--- src/hdl/dtsf_pkg.sv ---
// shared types and constants of the detection target selector framer
package dtsf_pkg;

  localparam int COORD_BITS  = 13;
  localparam int CENTER_BITS = 14;
  localparam int CONF_BITS   = 16;
  localparam int CX_BITS     = COORD_BITS + 2;
  localparam int DIFF_BITS   = (CX_BITS > CENTER_BITS) ? CX_BITS : CENTER_BITS;
  localparam int SQ_BITS     = 2 * DIFF_BITS;
  localparam int DIST_BITS   = SQ_BITS + 1;
  localparam int PIX_BITS    = 16;
  localparam int FRAME_LEN   = 8;
  localparam int BEAT_BITS   = $clog2(FRAME_LEN);

  localparam int FRAME_QUEUE_DEPTH = 4;

  localparam int APB_DATA_BITS = 32;
  localparam int APB_ADDR_BITS = 4;

  localparam logic [PIX_BITS-1:0] PIX_MAX = '1;

  localparam logic [7:0] SYNC_HEAD_0 = 8'hFA;
  localparam logic [7:0] SYNC_HEAD_1 = 8'hFB;
  localparam logic [7:0] SYNC_TAIL_0 = 8'hFC;
  localparam logic [7:0] SYNC_TAIL_1 = 8'hFD;

  localparam logic [CENTER_BITS-1:0] CENTER_X_RESET = 14'd1280;
  localparam logic [CENTER_BITS-1:0] CENTER_Y_RESET = 14'd1024;
  localparam logic [CONF_BITS-1:0]   MIN_CONF_RESET = 16'd32768;

  typedef enum logic [1:0] {
    REG_CENTER_X = 2'd0,
    REG_CENTER_Y = 2'd1,
    REG_MIN_CONF = 2'd2,
    REG_SELECT   = 2'd3
  } reg_idx_e;

  typedef enum logic [BEAT_BITS-1:0] {
    BEAT_HEAD_0 = 3'd0,
    BEAT_HEAD_1 = 3'd1,
    BEAT_X_LO   = 3'd2,
    BEAT_X_HI   = 3'd3,
    BEAT_Y_LO   = 3'd4,
    BEAT_Y_HI   = 3'd5,
    BEAT_TAIL_0 = 3'd6,
    BEAT_TAIL_1 = 3'd7
  } beat_e;

  typedef struct packed {
    logic [COORD_BITS-1:0] box_x_offset;
    logic [COORD_BITS-1:0] box_y_offset;
    logic [COORD_BITS-1:0] box_width;
    logic [COORD_BITS-1:0] box_height;
    logic [CONF_BITS-1:0]  confidence;
    logic                  class_match;
    logic                  has_box;
    logic                  last_in_message;
  } in_item_t;

  typedef struct packed {
    logic [7:0] frame_byte;
    logic       frame_end;
  } out_item_t;

  typedef struct packed {
    logic [CENTER_BITS-1:0] center_x_half;
    logic [CENTER_BITS-1:0] center_y_half;
    logic [CONF_BITS-1:0]   conf_floor;
    logic                   select_by_confidence;
  } cfg_t;

  typedef struct packed {
    logic [PIX_BITS-1:0] x_pix;
    logic [PIX_BITS-1:0] y_pix;
  } frame_rec_t;

  typedef struct packed {
    logic full;
    logic empty;
  } q_stat_t;

endpackage

--- src/hdl/dtsf_front.sv ---
// front end: qualifies boxes, computes center distance, keeps the best box per message
module dtsf_front (
  input  logic                clk_i,
  input  logic                rst_ni,
  input  dtsf_pkg::cfg_t      cfg_i,
  input  logic                in_valid_i,
  output logic                in_stall_o,
  input  dtsf_pkg::in_item_t  in_data_i,
  input  dtsf_pkg::q_stat_t   q_stat_i,
  output logic                push_o,
  output dtsf_pkg::frame_rec_t push_rec_o
);

  localparam int CXB  = dtsf_pkg::CX_BITS;
  localparam int DB   = dtsf_pkg::DIFF_BITS;
  localparam int SQB  = dtsf_pkg::SQ_BITS;
  localparam int DSTB = dtsf_pkg::DIST_BITS;
  localparam int CFB  = dtsf_pkg::CONF_BITS;
  localparam int PXB  = dtsf_pkg::PIX_BITS;
  localparam int SATB = CXB + PXB;

  typedef struct packed {
    logic           last;
    logic           qual;
    logic [CFB-1:0] conf;
    logic [CXB-1:0] cx;
    logic [CXB-1:0] cy;
    logic [DB-1:0]  dx;
    logic [DB-1:0]  dy;
  } s1_t;

  typedef struct packed {
    logic           last;
    logic           qual;
    logic [CFB-1:0] conf;
    logic [CXB-1:0] cx;
    logic [CXB-1:0] cy;
    logic [SQB-1:0] dx2;
    logic [SQB-1:0] dy2;
  } s2_t;

  logic            s1_valid_q, s1_valid_d;
  s1_t             s1_q, s1_d;
  logic            s2_valid_q;
  s2_t             s2_q, s2_d;

  logic            best_valid_q;
  logic [CXB-1:0]  best_cx_q, best_cy_q;
  logic [DSTB-1:0] best_dist_q;
  logic [CFB-1:0]  best_conf_q;

  logic            advance;
  logic [DSTB-1:0] dist_sum;
  logic            take;
  logic            nb_valid;
  logic [CXB-1:0]  nb_cx, nb_cy;
  logic [CXB-1:0]  rx, ry;
  logic [CXB:0]    rx_full, ry_full;

  // the whole pipe waits only when the last box of a message is in the final stage and the queue is full
  assign advance    = !(s2_valid_q && s2_q.last && q_stat_i.full);
  assign in_stall_o = !advance;

  always_comb begin
    logic [CXB-1:0] cx, cy;
    logic [DB-1:0]  ax, ay, bx, by;
    cx = {1'b0, in_data_i.box_x_offset, 1'b0} + CXB'(in_data_i.box_width);
    cy = {1'b0, in_data_i.box_y_offset, 1'b0} + CXB'(in_data_i.box_height);
    ax = DB'(cx);
    ay = DB'(cy);
    bx = DB'(cfg_i.center_x_half);
    by = DB'(cfg_i.center_y_half);
    s1_valid_d = in_valid_i;
    s1_d.last  = in_data_i.last_in_message;
    s1_d.qual  = in_data_i.class_match && in_data_i.has_box &&
                 (in_data_i.confidence >= cfg_i.conf_floor);
    s1_d.conf  = in_data_i.confidence;
    s1_d.cx    = cx;
    s1_d.cy    = cy;
    s1_d.dx    = (ax >= bx) ? (ax - bx) : (bx - ax);
    s1_d.dy    = (ay >= by) ? (ay - by) : (by - ay);
  end

  always_comb begin
    s2_d.last = s1_q.last;
    s2_d.qual = s1_q.qual;
    s2_d.conf = s1_q.conf;
    s2_d.cx   = s1_q.cx;
    s2_d.cy   = s1_q.cy;
    s2_d.dx2  = SQB'(s1_q.dx) * SQB'(s1_q.dx);
    s2_d.dy2  = SQB'(s1_q.dy) * SQB'(s1_q.dy);
  end

  always_comb begin
    dist_sum = DSTB'(s2_q.dx2) + DSTB'(s2_q.dy2);
    take = s2_valid_q && s2_q.qual &&
           (!best_valid_q ||
            (cfg_i.select_by_confidence ? (s2_q.conf > best_conf_q)
                                        : (dist_sum < best_dist_q)));
    nb_valid = best_valid_q || take;
    nb_cx    = take ? s2_q.cx : best_cx_q;
    nb_cy    = take ? s2_q.cy : best_cy_q;
    // round half away from zero, then saturate to the frame field
    rx_full  = (CXB + 1)'(nb_cx) + (CXB + 1)'(1);
    ry_full  = (CXB + 1)'(nb_cy) + (CXB + 1)'(1);
    rx       = rx_full[CXB:1];
    ry       = ry_full[CXB:1];
    push_rec_o.x_pix = (SATB'(rx) > SATB'(dtsf_pkg::PIX_MAX)) ? dtsf_pkg::PIX_MAX : PXB'(rx);
    push_rec_o.y_pix = (SATB'(ry) > SATB'(dtsf_pkg::PIX_MAX)) ? dtsf_pkg::PIX_MAX : PXB'(ry);
    push_o   = advance && s2_valid_q && s2_q.last && nb_valid;
  end

  always_ff @(posedge clk_i or negedge rst_ni) begin
    if (!rst_ni) begin
      s1_valid_q   <= 1'b0;
      s2_valid_q   <= 1'b0;
      best_valid_q <= 1'b0;
    end else if (advance) begin
      s1_valid_q <= s1_valid_d;
      s2_valid_q <= s1_valid_q;
      if (s2_valid_q) begin
        best_valid_q <= s2_q.last ? 1'b0 : nb_valid;
      end
    end
  end

  always_ff @(posedge clk_i) begin
    if (advance) begin
      s1_q <= s1_d;
      s2_q <= s2_d;
      if (take) begin
        best_cx_q   <= s2_q.cx;
        best_cy_q   <= s2_q.cy;
        best_dist_q <= dist_sum;
        best_conf_q <= s2_q.conf;
      end
    end
  end

  a_clear_after_last: assert property (@(posedge clk_i) disable iff (!rst_ni)
    advance && s2_valid_q && s2_q.last |=> !best_valid_q)
    else $error("kept box survived the end of its message");

  a_push_not_full: assert property (@(posedge clk_i) disable iff (!rst_ni)
    push_o |-> !q_stat_i.full)
    else $error("frame pushed into a full queue");

  a_stall_holds_final: assert property (@(posedge clk_i) disable iff (!rst_ni)
    !advance |=> s2_valid_q && s2_q.last && $stable(best_valid_q))
    else $error("final stage moved while stalled");

endmodule

--- src/hdl/dtsf_fifo.sv ---
// short frame record queue between front and back
module dtsf_fifo #(
  parameter int DEPTH = dtsf_pkg::FRAME_QUEUE_DEPTH
) (
  input  logic                 clk_i,
  input  logic                 rst_ni,
  input  logic                 push_i,
  input  dtsf_pkg::frame_rec_t push_rec_i,
  input  logic                 pop_i,
  output dtsf_pkg::frame_rec_t pop_rec_o,
  output dtsf_pkg::q_stat_t    stat_o
);

  localparam int AW = $clog2(DEPTH);

  dtsf_pkg::frame_rec_t mem_q [DEPTH];
  logic [AW:0] wr_ptr_q, rd_ptr_q;

  assign stat_o.empty = (wr_ptr_q == rd_ptr_q);
  assign stat_o.full  = (wr_ptr_q[AW-1:0] == rd_ptr_q[AW-1:0]) &&
                        (wr_ptr_q[AW] != rd_ptr_q[AW]);
  assign pop_rec_o    = mem_q[rd_ptr_q[AW-1:0]];

  always_ff @(posedge clk_i or negedge rst_ni) begin
    if (!rst_ni) begin
      wr_ptr_q <= '0;
      rd_ptr_q <= '0;
    end else begin
      if (push_i) begin
        wr_ptr_q <= wr_ptr_q + (AW + 1)'(1);
      end
      if (pop_i) begin
        rd_ptr_q <= rd_ptr_q + (AW + 1)'(1);
      end
    end
  end

  always_ff @(posedge clk_i) begin
    if (push_i) begin
      mem_q[wr_ptr_q[AW-1:0]] <= push_rec_i;
    end
  end

endmodule

--- src/hdl/dtsf_back.sv ---
// back end: serializes one queued position record into an 8-byte frame
module dtsf_back (
  input  logic                 clk_i,
  input  logic                 rst_ni,
  input  dtsf_pkg::q_stat_t    q_stat_i,
  input  dtsf_pkg::frame_rec_t pop_rec_i,
  output logic                 pop_o,
  output logic                 out_valid_o,
  input  logic                 out_stall_i,
  output dtsf_pkg::out_item_t  out_data_o
);

  logic                  busy_q;
  dtsf_pkg::beat_e       beat_q;
  dtsf_pkg::frame_rec_t  rec_q;
  logic                  beat_done;
  logic                  frame_done;

  assign beat_done  = busy_q && !out_stall_i;
  assign frame_done = beat_done && (beat_q == dtsf_pkg::BEAT_TAIL_1);
  assign pop_o      = !q_stat_i.empty && (!busy_q || frame_done);

  assign out_valid_o          = busy_q;
  assign out_data_o.frame_end = (beat_q == dtsf_pkg::BEAT_TAIL_1);

  always_comb begin
    case (beat_q)
      dtsf_pkg::BEAT_HEAD_0: out_data_o.frame_byte = dtsf_pkg::SYNC_HEAD_0;
      dtsf_pkg::BEAT_HEAD_1: out_data_o.frame_byte = dtsf_pkg::SYNC_HEAD_1;
      dtsf_pkg::BEAT_X_LO:   out_data_o.frame_byte = rec_q.x_pix[7:0];
      dtsf_pkg::BEAT_X_HI:   out_data_o.frame_byte = rec_q.x_pix[15:8];
      dtsf_pkg::BEAT_Y_LO:   out_data_o.frame_byte = rec_q.y_pix[7:0];
      dtsf_pkg::BEAT_Y_HI:   out_data_o.frame_byte = rec_q.y_pix[15:8];
      dtsf_pkg::BEAT_TAIL_0: out_data_o.frame_byte = dtsf_pkg::SYNC_TAIL_0;
      dtsf_pkg::BEAT_TAIL_1: out_data_o.frame_byte = dtsf_pkg::SYNC_TAIL_1;
      default:               out_data_o.frame_byte = dtsf_pkg::SYNC_HEAD_0;
    endcase
  end

  always_ff @(posedge clk_i or negedge rst_ni) begin
    if (!rst_ni) begin
      busy_q <= 1'b0;
      beat_q <= dtsf_pkg::BEAT_HEAD_0;
    end else if (pop_o) begin
      busy_q <= 1'b1;
      beat_q <= dtsf_pkg::BEAT_HEAD_0;
    end else if (frame_done) begin
      busy_q <= 1'b0;
      beat_q <= dtsf_pkg::BEAT_HEAD_0;
    end else if (beat_done) begin
      beat_q <= dtsf_pkg::beat_e'(beat_q + dtsf_pkg::BEAT_BITS'(1));
    end
  end

  always_ff @(posedge clk_i) begin
    if (pop_o) begin
      rec_q <= pop_rec_i;
    end
  end

  a_pop_only_when_free: assert property (@(posedge clk_i) disable iff (!rst_ni)
    pop_o |-> !busy_q || frame_done)
    else $error("record popped in the middle of a frame");

  a_frame_starts_at_head: assert property (@(posedge clk_i) disable iff (!rst_ni)
    frame_done |=> !busy_q || beat_q == dtsf_pkg::BEAT_HEAD_0)
    else $error("next frame did not start with its first beat");

  a_no_beat_skipped: assert property (@(posedge clk_i) disable iff (!rst_ni)
    busy_q && out_stall_i |=> busy_q && $stable(beat_q))
    else $error("beat advanced while stalled");

endmodule

--- src/hdl/detection_target_selector_framer.sv ---
// top level: config registers, front selector, frame queue and byte serializer
//
//  channel   direction  handshake                     payload
//  in        input      in_valid_i / in_stall_o       in_data_i (one detection box)
//  out       output     out_valid_o / out_stall_i     out_data_o (one frame byte)
//  cfg       input      psel/penable/pwrite, pready   paddr, pwdata, prdata
//
// one box is taken every cycle while in_stall_o is low; a three-stage pipe (center
// and difference, squares, sum/compare/keep) selects, and the last box of a message
// pushes the kept box as a frame record. the serializer sends 8 beats per frame, one
// per cycle while out_stall_i is low; the queue holds FRAME_QUEUE_DEPTH frames, and
// input stalls only when a message ends with it full.
// reset clears the kept box and loads the register defaults, no clearing pass.
module detection_target_selector_framer #(
  parameter int FRAME_QUEUE_DEPTH = dtsf_pkg::FRAME_QUEUE_DEPTH
) (
  input  logic                                  clk_i,
  input  logic                                  rst_ni,
  input  logic                                  in_valid_i,
  output logic                                  in_stall_o,
  input  dtsf_pkg::in_item_t                    in_data_i,
  output logic                                  out_valid_o,
  input  logic                                  out_stall_i,
  output dtsf_pkg::out_item_t                   out_data_o,
  input  logic                                  psel,
  input  logic                                  penable,
  input  logic                                  pwrite,
  input  logic [dtsf_pkg::APB_ADDR_BITS-1:0]    paddr,
  input  logic [dtsf_pkg::APB_DATA_BITS-1:0]    pwdata,
  output logic [dtsf_pkg::APB_DATA_BITS-1:0]    prdata,
  output logic                                  pready
);

  localparam int DW = dtsf_pkg::APB_DATA_BITS;

  dtsf_pkg::cfg_t       cfg_q;
  dtsf_pkg::reg_idx_e   reg_idx;
  logic                 reg_wr;
  logic                 push;
  logic                 pop;
  dtsf_pkg::frame_rec_t push_rec;
  dtsf_pkg::frame_rec_t pop_rec;
  dtsf_pkg::q_stat_t    q_stat;

  assign pready  = 1'b1;
  assign reg_idx = dtsf_pkg::reg_idx_e'(paddr[3:2]);
  assign reg_wr  = psel && penable && pwrite && pready;

  always_ff @(posedge clk_i or negedge rst_ni) begin
    if (!rst_ni) begin
      cfg_q.center_x_half        <= dtsf_pkg::CENTER_X_RESET;
      cfg_q.center_y_half        <= dtsf_pkg::CENTER_Y_RESET;
      cfg_q.conf_floor           <= dtsf_pkg::MIN_CONF_RESET;
      cfg_q.select_by_confidence <= 1'b0;
    end else if (reg_wr) begin
      case (reg_idx)
        dtsf_pkg::REG_CENTER_X:
          cfg_q.center_x_half <= pwdata[dtsf_pkg::CENTER_BITS-1:0];
        dtsf_pkg::REG_CENTER_Y:
          cfg_q.center_y_half <= pwdata[dtsf_pkg::CENTER_BITS-1:0];
        dtsf_pkg::REG_MIN_CONF:
          cfg_q.conf_floor <= pwdata[dtsf_pkg::CONF_BITS-1:0];
        dtsf_pkg::REG_SELECT:
          cfg_q.select_by_confidence <= pwdata[0];
        default: ;
      endcase
    end
  end

  always_comb begin
    case (reg_idx)
      dtsf_pkg::REG_CENTER_X: prdata = DW'(cfg_q.center_x_half);
      dtsf_pkg::REG_CENTER_Y: prdata = DW'(cfg_q.center_y_half);
      dtsf_pkg::REG_MIN_CONF: prdata = DW'(cfg_q.conf_floor);
      dtsf_pkg::REG_SELECT:   prdata = DW'(cfg_q.select_by_confidence);
      default:                prdata = '0;
    endcase
  end

  dtsf_front u_front (
    .clk_i      (clk_i),
    .rst_ni     (rst_ni),
    .cfg_i      (cfg_q),
    .in_valid_i (in_valid_i),
    .in_stall_o (in_stall_o),
    .in_data_i  (in_data_i),
    .q_stat_i   (q_stat),
    .push_o     (push),
    .push_rec_o (push_rec)
  );

  dtsf_fifo #(
    .DEPTH (FRAME_QUEUE_DEPTH)
  ) u_fifo (
    .clk_i      (clk_i),
    .rst_ni     (rst_ni),
    .push_i     (push),
    .push_rec_i (push_rec),
    .pop_i      (pop),
    .pop_rec_o  (pop_rec),
    .stat_o     (q_stat)
  );

  dtsf_back u_back (
    .clk_i       (clk_i),
    .rst_ni      (rst_ni),
    .q_stat_i    (q_stat),
    .pop_rec_i   (pop_rec),
    .pop_o       (pop),
    .out_valid_o (out_valid_o),
    .out_stall_i (out_stall_i),
    .out_data_o  (out_data_o)
  );

endmodule
--- config.mk ---
export PLATFORM = sky130hd
export DESIGN_NAME = detection_target_selector_framer
export DESIGN_NICKNAME = d
export VERILOG_FILES = /design/src/hdl/dtsf_pkg.sv /design/src/hdl/dtsf_front.sv /design/src/hdl/dtsf_fifo.sv /design/src/hdl/dtsf_back.sv /design/src/hdl/detection_target_selector_framer.sv
export SDC_FILE = /design/constraint.sdc
export NUM_CORES = 2
export LEC_CHECK = 0
export BUFFER_PORTS_ARGS = -buffer_cell sky130_fd_sc_hd__buf_2
export CAP_MARGIN = 10
export CORE_ASPECT_RATIO = 1.4
export CORE_MARGIN = 2
export CORE_UTILIZATION = 35
export DETAILED_ROUTE_END_ITERATION = 12
export GPL_TIMING_DRIVEN = 0
export HOLD_SLACK_MARGIN = 0.03
export PLACE_DENSITY_LB_ADDON = 0.08
export SLEW_MARGIN = 40
export SYNTH_ARGS = -nofsm -noshare
export SYNTH_HDL_FRONTEND = slang
export SYNTH_SLANG_ARGS = --single-unit
--- constraint.sdc ---
create_clock -name clk_i -period 13.6 [get_ports clk_i]
set_input_delay 1.36 -clock clk_i [delete_from_list [all_inputs] [get_ports clk_i]]
set_output_delay 1.36 -clock clk_i [all_outputs]
set_load 0.01 [all_outputs]
# ---- Word level (Yosys, flattened, before mapping)
# Memory sizes are Yosys's and may differ from the RTL's. A register that Yosys moved wholly into a read port is not among the register bits.
# Index checks and enable logic that the tools add are counted.
dict set report totals {
  latchBits 0
  ff_bits 353
  out_inout_bits 44
  mem_count 1
  ramBits 120
  romBits 0
  inputBits 114
}
# name depth word_bits read_ports rd_ports_with_merged_regs write_ports line
set mem_list {}
lappend mem_list {u_fifo.mem_q 4 30 1 1 1 dtsf_fifo.sv:16} ;# dtsf_pkg::frame_rec_t mem_q [DEPTH];
dict set report classes {
  n_eq_ne 13
  n_lt_le_gt_ge 5
  bitwise 1
  n_reduce_logical 33
  n_addsub 12
  n_mux 15
  n_mul 2
  div 0
  shift 0
}
# cell n
set op_table {}
lappend op_table {{$pmux 32 s4} 1}
lappend op_table {{$pmux 8 s8} 1}
lappend op_table {{$mul 15x15->30} 2}
lappend op_table {{$mux 15} 4}
lappend op_table {{$add 15x1->16 const B} 2}
lappend op_table {{$add 30x30->31} 1}
lappend op_table {{$lt 31x31->1} 1}
lappend op_table {{$add 14x13->15} 2}
lappend op_table {{$ge 15x14->1} 2}
lappend op_table {{$sub 14x15->15} 2}
lappend op_table {{$sub 15x14->15} 2}
lappend op_table {{$ge 16x16->1} 1}
lappend op_table {{$gt 16x16->1} 1}
lappend op_table {{$logic_and 1x1->1} 15}
lappend op_table {{$eq 3x3->1 const B} 4}
lappend op_table {{$reduce_and 2->1} 6}
lappend op_table {{$add 3x1->3 const B} 3}
lappend op_table {{$mux 3} 3}
lappend op_table {{$eq 3x2->1 const B} 2}
lappend op_table {{$mux 1} 6}
lappend op_table {{$logic_not 1->1} 5}
lappend op_table {{$eq 2x2->1 const B} 2}
lappend op_table {{$eq 3x1->1 const B} 1}
lappend op_table {{$eq 3x3->1} 1}
lappend op_table {{other kinds (9)} 11}

# ---- Depth between registers and ports, before layout
dict set report logic_depth {
  word_depth 9
  depth_mapped 27
}

# ---- By module
# A second synthesis with hierarchy kept.
dict set report unflattened {
  cells_unflattened 3203
  hier_area_um2 36739.0
}
# module area_each_um2 n_inst seq_area_each_um2 cells_per_inst
set by_module_without_submodules {}
lappend by_module_without_submodules {dtsf_front 27995.6 1 7912.6 2735}
lappend by_module_without_submodules {dtsf_fifo 5013.6 1 3993.8 198}
lappend by_module_without_submodules {detection_target_selector_framer 2198.4 1 1131.1 167}
lappend by_module_without_submodules {dtsf_back 1531.5 1 1061.0 103}

# ---- Least setup slack after synthesis
# Ideal clock, no wire load.
dict set report synth_timing {
  path_type {register -> register}
  start {register u_front.s2_q[3] in the netlist's numbering}
  end {register u_front.best_conf_q[0] (enable)}
  arrival_time_ns 6.070
  path_slack_ns 7.078
  period_less_slack_ns 6.522
  path_stages_with_launch 20
  setup_time_ns 0.452
  t_required_ns 13.148
  path_buffers 2
  cell_sequence {edfxtp_1 -> ha_1 -> a21oi_1 -> o21ai_0 -> o2bb2ai_1 -> a2111o_1 -> o31ai_1 -> o2111ai_1 -> nand4b_1 -> a31oi_1 -> xnor2_1 -> ha_1 -> a21o_1 -> a21oi_1 -> a21oi_1 -> a211oi_1 -> a211oi_2 -> clkbuf_1 -> buf_2 -> nor2_1}
}
dict set report synth_between {
  elab_chain_cells 6
}
# item line
set synth_rtl {}
lappend synth_rtl {{from (decl)} dtsf_front.sv:45} ;# s2_t s2_q, s2_d;
lappend synth_rtl {{from (signal assigned)} dtsf_front.sv:130} ;# s2_q <= s2_d;
lappend synth_rtl {{$add 30x30->31} dtsf_front.sv:95} ;# dist_sum = DSTB'(s2_q.dx2) + DSTB'(s2_q.dy2);
lappend synth_rtl {{named net u_front.dist_sum[25]} dtsf_front.sv:53} ;# logic [DSTB-1:0] dist_sum;
lappend synth_rtl {{$lt 31x31->1} dtsf_front.sv:99} ;# : (dist_sum < best_dist_q)));
lappend synth_rtl {{$mux 1} dtsf_front.sv:98} ;# (cfg_i.select_by_confidence ? (s2_q.conf > best_conf_q)
lappend synth_rtl {{$logic_or 1x1->1} dtsf_front.sv:97} ;# (!best_valid_q ||
lappend synth_rtl {{$logic_and 1x1->1} dtsf_front.sv:96} ;# take = s2_valid_q && s2_q.qual &&
lappend synth_rtl {{$reduce_and 2->1 (no line)} -}
lappend synth_rtl {{to (signal assigned)} dtsf_front.sv:135} ;# best_conf_q <= s2_q.conf;
lappend synth_rtl {{to (decl)} dtsf_front.sv:50} ;# logic [CFB-1:0] best_conf_q;
# The timed path passes the listed nets, and every way through them passes these cells.
# A chain may end at the register's enable or synchronous reset.

==> summary.txt <==
Critical path
  • Crit Path Class: reg2reg
  • Crit path max-delay cell type: clkbuf_1
  • Crit-path max cell delay: 0.66 ns
  • Worst Setup Start Kind: flop
  • FF-to-FF Start: u_front.s2_q[3]
  • Worst setup EP type: flop
  • Critical path fanouts, max: 10
  • Critical path startpoint: u_front.s2_q[3]
  • Most common cell on crit path: ha_1
  • Crit path max-delay family: compound AO/OA/AOI/OAI gates
  • CP bufs+invs: 2
  • Arr. time, crit path: 8.28 ns
  • WP data required: 13.97 ns

STA
  • Slew Limit Fails: 0
  • Tightest hold margin: 0.419 ns
  • Worst Max-Slew Pin Slew: 0.843 ns
  • Final Cycle Share: 0.582
  • Fin. Hold Viols: 0
  • Final min period: about 7.9 ns
  • PnR worst setup slack: 5.68 ns
  • RSZ-0062 raised after global routing: no
  • Rel. slew slack: 0.434
  • Setup_tns: 0 ns
  • Fmax: between 0.1 and 0.15 GHz
  • Final number of setup-violating endpoints: 0
  • Worst Skew: roughly 0.040 ns

Die
  • Initial Util: 0.353
  • Chip Width: ~270 µm
  • Die H: 382 µm
  • Die Area: 105,000 µm²
  • Core Rows: 138
  • Placeable core area: around 100,000 µm²
  • IO Count: 158

Logic synthesis
  • Yosys warning count: 0
  • Top-count cell post-synth: inv_1
  • Top_reg_cell synth: edfxtp_1
  • Register bit total from synthesis: 469
  • Post-Synthesis Cell Area: about 36,000 µm²
  • Ys async rst share: 0.124
  • Yosys top cell area share: 0.346
  • Area leader, netlist: edfxtp_1
  • Post-synth EDFFs: 411
  • Synth Area per Inst: 11.3 µm²
  • Mapped Cells: between 3,000 and 4,000
  • Most frequent cells after synthesis: 553 x inv_1, 411 x edfxtp_1, 367 x ha_1
  • Sequential area share after synthesis: 0.386
  • Post-synth cell types: between 70 and 80
  • Largest cells by area after synthesis: edfxtp_1 35%, fa_1 16%, ha_1 13%

Global route
  • Top Usage Layer GRT: met2
  • Initial antenna violation count: 5
  • GR Util All Layers: 0.179
  • Gr ovfl total: 0
  • GR Util met2: 0.344
  • Vias in the first global route: 25,100
  • GR Util met3: 0.0190
  • Largest net degree at the start of global routing: 84
  • Global-route wire length before repair: 143 mm
  • GR Layer Usage met1: 0.209

Clock tree
  • Max clock buf depth: 3
  • H-tree levels: 2
  • Post-cts resize count: 0
  • TritonCTS clock tree: done
  • Worst-path clk slew: 0.06 ns
  • CTS Root Cell: clkbuf_16
  • Clk Latency, worst-skew pair: 0.62 ns
  • Hold Buf Count CTS: 0
  • Postcts setup bufs: 0
  • Clock sinks: 469
  • TritonCTS buffer count: 52

Finish
  • Share of layout cells above drive strength 1: 0.108
  • Layout area overhead: 12.1%
  • Filler instances: 9,954
  • Nets: 4,117
  • Non-filler cells, final: between 4,000 and 5,000

Worst hold path
  • Hold WC Path Type: reg2reg
  • Min-Delay Startpoint: u_front.s1_q[63]

Placement
  • Gpl congestion: between 0.9 and 1
  • DP HPWL: approximately 75 mm
  • Placed insts: 4,632
  • Port bufs: 122
  • Place WS: about 5.6 ns

Routing
  • DRC viols: 0
  • Via-per-instance ratio: 4.90
  • Drt pass-1 iters: 5
  • Final wirelength: 92.4 mm
  • Post-DRT Antenna Nets: 0
  • Initial DRC count: ~1,000
  • WL per Instance: ~20 µm
  • Vias: 23,200

Run status
  • Outcome: complete, no violations

Run
  • Max cap viols: 0
## metrics by stage
step	utilization	instance area, µm²
global route	0.395	40000
finish	0.395	40000
detailed placement	0.379	38400
floorplan	-	35800
global placement	0.376	38000
CTS	0.395	40000
## cells in the final DEF (no fill, tap or decap), types with 78 or more instances in the layout
cell,instances
a21oi_1,140
clkbuf_1,78
nand2_1,258
xnor2_1,105
o21ai_0,106
buf_2,132
nor2_1,91
fa_1,280
edfxtp_1,411
and2_1,87
ha_1,367
inv_1,552
## cells by family (layout without fill, tap and decap cells)
| kind of cell | Yosys count | in the layout | share of synthesized area |
|---|---|---|---|
| flip-flops | 469 | 469 | 0.386 |
| XOR/XNOR | 162 | 162 | 0.0397 |
| AO/OA/AOI/OAI | 475 | 475 | 0.0847 |
| buffers and inverters | 651 | 875 | 0.0714 |
| AND/OR/NAND/NOR | 620 | 620 | 0.0827 |
| multiplexers | 130 | 130 | 0.0492 |
| other | 2 | 18 | 0.000210 |
| adder cells (fa/ha/maj) | 647 | 647 | 0.286 |
## layout make-up
type	instances	area, µm²	area share
multi-input cells	2051	19500	0.488
flip-flops and latches	469	13800	0.345
inverters	553	2080	0.0521
well taps	1330	1660	0.0416
clock buffers	70	1450	0.0363
repair buffers	131	810	0.0202
plain buffers	98	475	0.0119
clock inverters	23	194	0.00485
diodes	1	2.50	0.0000626
## worst reg2reg max path, stage by stage (launching register included)
cell	delay (ns)
edfxtp_1	0.41
ha_1	0.33
a21oi_1	0.11
o21ai_0	0.41
o2bb2ai_1	0.26
a2111o_1	0.46
o31ai_2	0.52
a211oi_1	0.15
o21bai_1	0.26
a21oi_1	0.14
xnor2_1	0.17
ha_1	0.31
nand3_1	0.09
or4_1	0.57
o221ai_1	0.17
a211oi_1	0.08
a211oi_2	0.46
clkbuf_1	0.66
buf_2	0.45
mux2_2	0.40
ha_1	0.27
nand2_1	0.08
nor2_1	0.06
and3_1	0.20
mux2_2	0.31
o21ai_0	0.12
xnor2_1	0.24
## worst paths after layout
path / slack (ns) / to / cells past startpoint
max in group asynchronous: 12.46 / cfg_q[16] / 2
max reg2reg: 5.68 / u_fifo.mem_q[0][11] / 26
min in group asynchronous: 0.57 / u_back.beat_q[0] / 1
min reg2reg: 0.42 / u_front.s2_q[93] / 0
min: 0.42 / u_front.s2_q[93] / 0
max: 5.68 / u_fifo.mem_q[0][11] / 26
## metal layers
layer	wire (µm)	part of all wire
met3	2810	0.030
met5	0	0
met4	2540	0.028
met2	50100	0.54
met1	37000	0.40
## state kept, by name, indices dropped and copies added, names as in the netlist, 3 cells and up
signal               flops
u_fifo.mem_q           120
u_back.beat_q            3
u_fifo.rd_ptr_q          3
u_front.best_cx_q       15
u_front.s2_q           106
u_fifo.wr_ptr_q          3
cfg_q                   45
u_back.rec_q            30
u_front.best_cy_q       15
u_front.best_conf_q     16
u_front.best_dist_q     31
u_front.s1_q            78
Power is not shown: default switching activity piles up to over one toggle a cycle in this logic, so the estimate is an artifact.
